File: config.mk
export PLATFORM = sky130hd
export DESIGN_NAME = modular_exponentiation_core
export DESIGN_NICKNAME = d
export VERILOG_FILES = /design/src/hdl/mexp_pkg.sv /design/src/hdl/modular_exponentiation_core.sv /design/src/hdl/mexp_mulmod.sv
export SDC_FILE = /design/constraint.sdc
export NUM_CORES = 2
export LEC_CHECK = 0
export ABC_AREA = 1
export CAP_MARGIN = 5
export CORE_ASPECT_RATIO = 0.6
export CORE_MARGIN = 1.5
export CORE_UTILIZATION = 51
export CTS_CLUSTER_DIAMETER = 120
export DETAILED_ROUTE_END_ITERATION = 7
export DONT_BUFFER_PORTS = 1
export HOLD_SLACK_MARGIN = 0.1
export PLACE_DENSITY = 0.77
export SETUP_SLACK_MARGIN = 0.1
export SLEW_MARGIN = 20
export SYNTH_ARGS = -nofsm -noshare
export SYNTH_HDL_FRONTEND = slang
export SYNTH_SLANG_ARGS = --single-unit
File: constraint.sdc
create_clock -name clk -period 15.9 [get_ports clk]
set_input_delay 1.59 -clock clk [delete_from_list [all_inputs] [get_ports clk]]
set_output_delay 1.59 -clock clk [all_outputs]
set_load 0.005 [all_outputs]
File: src/hdl/mexp_pkg.sv
`default_nettype none

package mexp_pkg;

    // Default datapath width and the modulus that reset loads
    localparam int          WIDTH_DEFAULT = 63;
    localparam logic [63:0] MODULUS_RESET = 64'd3000000000000000007;

    // Configuration port
    localparam int          PADDR_W      = 4;
    localparam int          PDATA_W      = 64;
    localparam logic [PADDR_W-1:0] ADDR_MODULUS = 4'h0;

endpackage

`default_nettype wire

File: src/hdl/modular_exponentiation_core.sv
// Modular exponentiation core: returns base ** exponent mod modulus by
// right-to-left binary square-and-multiply, every product reduced exactly.
// The modulus sits in a WIDTH-bit APB register at byte address 0 (reset value
// 3000000000000000007); write it only while the core is idle. A modulus of
// 0 or 1 gives a result of 0. All products go through one shared
// shift-add-reduce multiplier that retires one multiplier bit per cycle. An
// item costs one reduction of the base, then a squaring for every exponent
// bit below the highest set bit and a multiply for every set bit; an exponent
// of zero needs only the reduction.
// One item is worked on at a time; the input is stalled meanwhile, and the
// next item is taken while the previous result still waits at the output.
`default_nettype none

module modular_exponentiation_core
    import mexp_pkg::*;
#(
    parameter int WIDTH = WIDTH_DEFAULT
)
(
    input  wire logic               clk,
    input  wire logic               rst_n,
    // configuration port
    input  wire logic               psel,
    input  wire logic               penable,
    input  wire logic               pwrite,
    input  wire logic [PADDR_W-1:0] paddr,
    input  wire logic [PDATA_W-1:0] pwdata,
    output logic      [PDATA_W-1:0] prdata,
    output logic                    pready,
    // input items
    input  wire logic               in_valid,
    output logic                    in_stall,
    input  wire logic [WIDTH-1:0]   base,
    input  wire logic [WIDTH-1:0]   exponent,
    // result items
    output logic                    out_valid,
    input  wire logic               out_stall,
    output logic      [WIDTH-1:0]   power_mod
);

    typedef enum logic [2:0] {
        S_IDLE,
        S_RED,
        S_MUL,
        S_SQR,
        S_FIN
    } state_t;

    localparam logic [WIDTH-1:0] ONE = {{(WIDTH-1){1'b0}}, 1'b1};

    state_t           state_reg, state_next;
    logic [WIDTH-1:0] modulus_reg, modulus_next;
    logic [WIDTH-1:0] exp_reg, exp_next;
    logic [WIDTH-1:0] sq_reg, sq_next;
    logic [WIDTH-1:0] acc_reg, acc_next;
    logic [WIDTH-1:0] op_a_reg, op_a_next;
    logic [WIDTH-1:0] op_b_reg, op_b_next;
    logic             start_reg, start_next;
    logic             out_valid_reg, out_valid_next;
    logic [WIDTH-1:0] out_data_reg, out_data_next;

    logic             mm_done;
    logic [WIDTH-1:0] mm_res;
    logic             cfg_wr;

    // Shared modular multiplier
    mexp_mulmod #(
        .WIDTH (WIDTH)
    ) u_mulmod (
        .clk    (clk),
        .rst_n  (rst_n),
        .start  (start_reg),
        .a      (op_a_reg),
        .b      (op_b_reg),
        .m      (modulus_reg),
        .done   (mm_done),
        .result (mm_res)
    );

    // Register access
    assign pready = 1'b1;
    assign cfg_wr = psel && penable && pwrite && (paddr == ADDR_MODULUS);
    assign prdata = (paddr == ADDR_MODULUS) ? PDATA_W'(modulus_reg) : '0;

    // Sequencer
    always_comb
    begin
        state_next     = state_reg;
        modulus_next   = cfg_wr ? pwdata[WIDTH-1:0] : modulus_reg;
        exp_next       = exp_reg;
        sq_next        = sq_reg;
        acc_next       = acc_reg;
        op_a_next      = op_a_reg;
        op_b_next      = op_b_reg;
        start_next     = 1'b0;
        out_valid_next = out_valid_reg;
        out_data_next  = out_data_reg;

        if (out_valid_reg && !out_stall)
        begin
            out_valid_next = 1'b0;
        end

        unique case (state_reg)
            S_IDLE:
            begin
                if (in_valid)
                begin
                    exp_next = exponent;
                    if (modulus_reg < WIDTH'(2))
                    begin
                        // degenerate modulus
                        acc_next   = '0;
                        state_next = S_FIN;
                    end
                    else
                    begin
                        // reduce the base: 1 * base mod m
                        op_a_next  = ONE;
                        op_b_next  = base;
                        start_next = 1'b1;
                        state_next = S_RED;
                    end
                end
            end
            S_RED:
            begin
                if (mm_done)
                begin
                    sq_next  = mm_res;
                    acc_next = ONE;
                    if (exp_reg == '0)
                    begin
                        state_next = S_FIN;
                    end
                    else if (exp_reg[0])
                    begin
                        op_a_next  = ONE;
                        op_b_next  = mm_res;
                        start_next = 1'b1;
                        state_next = S_MUL;
                    end
                    else
                    begin
                        op_a_next  = mm_res;
                        op_b_next  = mm_res;
                        start_next = 1'b1;
                        state_next = S_SQR;
                    end
                end
            end
            S_MUL:
            begin
                if (mm_done)
                begin
                    acc_next = mm_res;
                    if (exp_reg[WIDTH-1:1] == '0)
                    begin
                        state_next = S_FIN;
                    end
                    else
                    begin
                        op_a_next  = sq_reg;
                        op_b_next  = sq_reg;
                        start_next = 1'b1;
                        state_next = S_SQR;
                    end
                end
            end
            S_SQR:
            begin
                // higher exponent bits are always left here
                if (mm_done)
                begin
                    sq_next    = mm_res;
                    exp_next   = {1'b0, exp_reg[WIDTH-1:1]};
                    start_next = 1'b1;
                    if (exp_reg[1])
                    begin
                        op_a_next  = acc_reg;
                        op_b_next  = mm_res;
                        state_next = S_MUL;
                    end
                    else
                    begin
                        op_a_next  = mm_res;
                        op_b_next  = mm_res;
                        state_next = S_SQR;
                    end
                end
            end
            S_FIN:
            begin
                if (!out_valid_reg || !out_stall)
                begin
                    out_valid_next = 1'b1;
                    out_data_next  = acc_reg;
                    state_next     = S_IDLE;
                end
            end
            default:
            begin
                state_next = S_IDLE;
            end
        endcase
    end

    always_ff @(posedge clk or negedge rst_n)
    begin
        if (!rst_n)
        begin
            state_reg     <= S_IDLE;
            modulus_reg   <= MODULUS_RESET[WIDTH-1:0];
            exp_reg       <= '0;
            sq_reg        <= '0;
            acc_reg       <= '0;
            op_a_reg      <= '0;
            op_b_reg      <= '0;
            start_reg     <= 1'b0;
            out_valid_reg <= 1'b0;
            out_data_reg  <= '0;
        end
        else
        begin
            state_reg     <= state_next;
            modulus_reg   <= modulus_next;
            exp_reg       <= exp_next;
            sq_reg        <= sq_next;
            acc_reg       <= acc_next;
            op_a_reg      <= op_a_next;
            op_b_reg      <= op_b_next;
            start_reg     <= start_next;
            out_valid_reg <= out_valid_next;
            out_data_reg  <= out_data_next;
        end
    end

    assign in_stall  = (state_reg != S_IDLE);
    assign out_valid = out_valid_reg;
    assign power_mod = out_data_reg;

    // Assertions
    a_start_busy: assert property (@(posedge clk) disable iff (!rst_n)
        start_reg |-> (state_reg == S_RED || state_reg == S_MUL || state_reg == S_SQR))
        else $error("multiplier started outside a working state");

    a_product_reduced: assert property (@(posedge clk) disable iff (!rst_n)
        mm_done |-> (mm_res < modulus_reg))
        else $error("product not reduced below the modulus");

    a_result_reduced: assert property (@(posedge clk) disable iff (!rst_n)
        (out_valid_reg && (modulus_reg >= WIDTH'(2))) |-> (out_data_reg < modulus_reg))
        else $error("result not below the modulus");

    a_accept_leaves_idle: assert property (@(posedge clk) disable iff (!rst_n)
        (in_valid && !in_stall) |=> (state_reg != S_IDLE))
        else $error("accepted item did not start work");

endmodule

`default_nettype wire

File: src/hdl/mexp_mulmod.sv
`default_nettype none

// Shift-add-reduce modular multiplier: result = (a * b) mod m.
// a must be below m; b may take any value. One multiplier bit per cycle,
// most significant first.
module mexp_mulmod
    import mexp_pkg::*;
#(
    parameter int WIDTH = WIDTH_DEFAULT
)
(
    input  wire logic             clk,
    input  wire logic             rst_n,
    input  wire logic             start,
    input  wire logic [WIDTH-1:0] a,
    input  wire logic [WIDTH-1:0] b,
    input  wire logic [WIDTH-1:0] m,
    output logic                  done,
    output logic      [WIDTH-1:0] result
);

    localparam int CNT_W = $clog2(WIDTH);

    logic [WIDTH-1:0] acc_reg, acc_next;
    logic [WIDTH-1:0] a_reg, a_next;
    logic [WIDTH-1:0] b_reg, b_next;
    logic [CNT_W-1:0] cnt_reg, cnt_next;
    logic             busy_reg, busy_next;
    logic             done_reg, done_next;

    logic [WIDTH:0]   dbl;
    logic [WIDTH-1:0] dbl_red;
    logic [WIDTH:0]   sum;
    logic [WIDTH-1:0] sum_red;
    logic [WIDTH:0]   m_ext;

    // One step: double and reduce, then add a where the bit is set and reduce
    always_comb
    begin
        m_ext   = {1'b0, m};
        dbl     = {acc_reg, 1'b0};
        dbl_red = (dbl >= m_ext) ? WIDTH'(dbl - m_ext) : dbl[WIDTH-1:0];
        sum     = {1'b0, dbl_red} + (b_reg[WIDTH-1] ? {1'b0, a_reg} : '0);
        sum_red = (sum >= m_ext) ? WIDTH'(sum - m_ext) : sum[WIDTH-1:0];
    end

    // Sequencing of the steps
    always_comb
    begin
        acc_next  = acc_reg;
        a_next    = a_reg;
        b_next    = b_reg;
        cnt_next  = cnt_reg;
        busy_next = busy_reg;
        done_next = 1'b0;
        if (start)
        begin
            acc_next  = '0;
            a_next    = a;
            b_next    = b;
            cnt_next  = CNT_W'(WIDTH - 1);
            busy_next = 1'b1;
        end
        else if (busy_reg)
        begin
            acc_next = sum_red;
            b_next   = {b_reg[WIDTH-2:0], 1'b0};
            cnt_next = cnt_reg - 1'b1;
            if (cnt_reg == '0)
            begin
                busy_next = 1'b0;
                done_next = 1'b1;
            end
        end
    end

    always_ff @(posedge clk or negedge rst_n)
    begin
        if (!rst_n)
        begin
            acc_reg  <= '0;
            a_reg    <= '0;
            b_reg    <= '0;
            cnt_reg  <= '0;
            busy_reg <= 1'b0;
            done_reg <= 1'b0;
        end
        else
        begin
            acc_reg  <= acc_next;
            a_reg    <= a_next;
            b_reg    <= b_next;
            cnt_reg  <= cnt_next;
            busy_reg <= busy_next;
            done_reg <= done_next;
        end
    end

    assign done   = done_reg;
    assign result = acc_reg;

endmodule

`default_nettype wire
==> results.tsv <==
stage	metric	value	unit
placement	Post-DP HPWL	133600	um
global_route	first-pass GRT wire length	249000	um
detailed_routing	WL per Instance	23.21	um
critical_path	CP max-delay cell	nor3_1	
synth	Synth Cell Area	43400	um^2
clock_network	setup bufs post-CTS	0	
critical_path	Critical Path Fanout Max	50	
clock_network	Post-CTS Resized	0	
detailed_routing	via/cell ratio	5.852	
detailed_routing	drt initial violations	5310	
floorplanning	core area	83820	um^2
clock_network	CTS root buffer	clkbuf_16	
synth	Synth Area in Simple Gates	26.59	%
power_and_ir_drop	pwr/cell area	78.66	nW/um^2
timing	fmax	0.09732	GHz
global_route	grt total ovfl	0	
clock_network	CTS tree	yes	
floorplanning	area of the die	86910	um^2
global_route	gr usage total	38.07	%
placement	Buffers on Ports	0	
critical_path	CP Capture Type	flip-flop	
critical_path	WP depth	35	
global_route	GR peak layer	met1	
floorplanning	DIE HEIGHT	229.0	um
power_and_ir_drop	Max VDD drop	0.09644	mV
floorplanning	Die X	379.6	um
timing	slew margin rel.	16.04	%
critical_path	CP endpoint	u_mulmod.result[50]	
synth	Synth warnings	0	
critical_path	worst r2r src	modulus_reg[56]	
global_route	M2 GR Usage	52.41	%
critical_path	reg2reg setup slack	5.62	ns
finish	layout cells sized above 1	3.643	%
global_route	vias in the first global route	38510	
timing	final worst path period share	64.62	%
critical_path	CP Data Required Time	16.44	ns
critical_path	slowest cell delay on critical path	0.94	ns
synth	largest family of logic cells by synthesized area	simple AND/OR/NAND/NOR gates	
synth	ys async rst share	100.0	%
timing	fin. max-slew vios	0	
synth	post-synthesis mux area share	0.02595	%
synth	sequential fraction of the synthesis area	37.14	%
clock_network	htree depth	2	
timing	endpoints failing setup	0	
synth	xor/xnor share of the synthesized area	2.402	%
synth	Primary FF master, synth	dfrtp_1	
critical_path	critical path launch point	modulus_reg[56]	
detailed_routing	vias	42950	
floorplanning	boundary pin count	331	
critical_path	Worst Reg2Reg Path Length in Cells	35	
timing	setup tns final	0	ns
power_and_ir_drop	P_leak	22.87	nW
job	max_cap viols	0	
synth	Cells after Synth	6297	
critical_path	end of the worst register-to-register path	u_mulmod.result[50]	
timing	Tightest Pin Transition	1.250	ns
synth	Synth Area in Adders	5.674	%
clock_network	Skew-Pair Late Insertion Delay	0.68	ns
global_route	pin count of the biggest net entering global routing	644	
floorplanning	row count	82	
critical_path	WP buf/inv	6	
finish	area grow syn2layout	6.712	%
detailed_routing	DR DRC count	0	
synth	EDFF count, synth	0	
detailed_routing	first-pass iteration count of the detailed router	8	
critical_path	CP Launch Type	flip-flop	
power_and_ir_drop	Design Power	0.003643	W
synth	Netlist cell types	56	
timing	final hold viol count	0	
synth	syn_area_per_cell	6.892	um^2
synth	number of synthesized register bits	643	
global_route	met1 Usage GRT	59.26	%
detailed_routing	number of nets still failing antenna checks after routing	0	
worst_hold_path	Hold/Removal Path Class	reg2reg	
clock_network	clk buf depth	3	
run_status	status	complete, no violations	
critical_path	CP Data Arrival Time	10.82	ns
synth	Compound-Gate Fraction of Synth Area	18.40	%
finish	Final #Nets	6549	
placement	Routability Congestion	1.010	
critical_path	most used cell, CP	nand2_1	
timing	unrepaired setup endpoints after global routing	false	
detailed_routing	final WL	170300	um
global_route	GRT met3 Usage	9.551	%
global_route	initial antenna violation count	8	
timing	clock skew	0.03935	ns
critical_path	Top delay family on crit path	simple AND/OR/NAND/NOR gates	
clock_network	TritonCTS buffer count	59	
clock_network	hold buffer count at CTS	0	
synth	Mapped Nets	6693	
clock_network	clk sinks	643	
timing	Tmin final	10.28	ns
floorplanning	Starting Density	51.77	%
clock_network	clk slew on worst S/H paths	0.07	ns
critical_path	Setup CP Type	reg2reg	
[metrics by stage]
stage               util [%]  setup slack (ns)  std cells  hold WS [ns]  area, um^2
global placement       52.56             6.340       7221        0.4561       44060
floorplan                  -             9.805       6297        0.4422       43400
finish                 55.25             5.625       7339        0.4507       46310
CTS                    55.08             6.323       7332        0.4485       46170
global route           55.24             5.338       7337        0.4797       46310
detailed placement     52.57             6.382       7221        0.4590       44060
[synth_stat cells (64+ instances only)]
cell type	count	share of area, %
inv_1	815	7.0
o211ai_1	64	1.1
nand2_1	1680	15
o21ai_1	97	1.1
a21oi_1	408	4.7
nor3_1	88	1.0
o21ai_0	640	7.4
o21a_1	80	1.4
xor2_1	71	1.4
ha_1	192	5.5
clkbuf_1	164	1.4
dfrtp_1	620	36
nor2_1	548	4.7
nand3_1	344	4.0
[report_power, final]
group | switching (W) | internal, W
Sequential | 0.0000151 | 0.00167
Clock | 0.000705 | 0.000861
Combinational | 0.000283 | 0.000103
Total | 0.00100 | 0.00264
[worst reg2reg max path: cells and delay by family (launching register included)]
family | cells | cell delay (ns)
fa+ha+maj | 3 | 1.17
flops | 1 | 0.53
buf+inv | 6 | 1.35
simple gates | 20 | 5.41
xor+xnor | 1 | 0.53
compound gates | 5 | 1.17
[metal layers]
metal	vias up	wire length, um
li1	20230	-
met1	20510	80560
met3	221	18150
met4	9	3743
met2	1975	67620
met5	-	267
[worst min-delay path by stage]
stage,startpoint,end,slack (ns),cells past startpoint
5_1_grt,op_a_reg[31],u_mulmod.a_reg[31],0.48,2
4_1_cts,op_a_reg[31],u_mulmod.a_reg[31],0.45,2
3_3_place_gp,u_mulmod.a_reg[45],u_mulmod.a_reg[45],0.46,2
2_1_floorplan,u_mulmod.a_reg[0],u_mulmod.a_reg[0],0.44,2
6_report,op_a_reg[31],u_mulmod.a_reg[31],0.45,2
3_5_place_dp,op_a_reg[57],u_mulmod.a_reg[57],0.46,2
[final cells by class]
type / instances / area (um^2)
timing repair buffer: 40 / 400.4
fill: 8216 / 37510
clock inverter: 35 / 444.2
sequential: 643 / 16120
tap: 1134 / 1419
multi-input combinational: 4578 / 23140
antenna: 2 / 5.005
clock buffer: 76 / 1660
inverter: 831 / 3122
[placed cells by master (no fill, tap or decap), types with 12 or more instances in the layout]
cell type | Yosys | layout
a21boi_0 | 15 | 15
o21ai_0 | 640 | 640
dfstp_2 | 23 | 23
o211ai_1 | 64 | 64
clkbuf_8 | 0 | 12
o21bai_1 | 39 | 39
xor2_1 | 71 | 71
a21oi_1 | 408 | 408
nor3_1 | 88 | 88
o22ai_1 | 61 | 61
inv_2 | 12 | 15
nor2_1 | 548 | 543
dfrtp_1 | 620 | 618
nand2_1 | 1680 | 1678
o21a_1 | 80 | 80
buf_4 | 10 | 35
nand3_1 | 344 | 344
nor4_1 | 26 | 25
nand4_1 | 53 | 53
o21ai_1 | 97 | 97
inv_1 | 815 | 814
clkbuf_16 | 0 | 59
xnor2_1 | 48 | 48
a21o_1 | 28 | 28
clkinv_2 | 0 | 17
ha_1 | 192 | 192
nand3b_1 | 28 | 28
[logic make-up (layout without fill, tap and decap cells)]
kind of cell               count (synthesis)  after routing
buffers and inverters                   1076            982
muxes                                      1              1
DFF                                      643            643
and+or+nand+nor                         2806           2806
AOI/OAI and AO/OA                       1455           1455
other                                      2              4
adders and majority gates                195            195
xor gates and xnor gates                 119            119
Note: power is estimated with default switching activity, not from simulation.
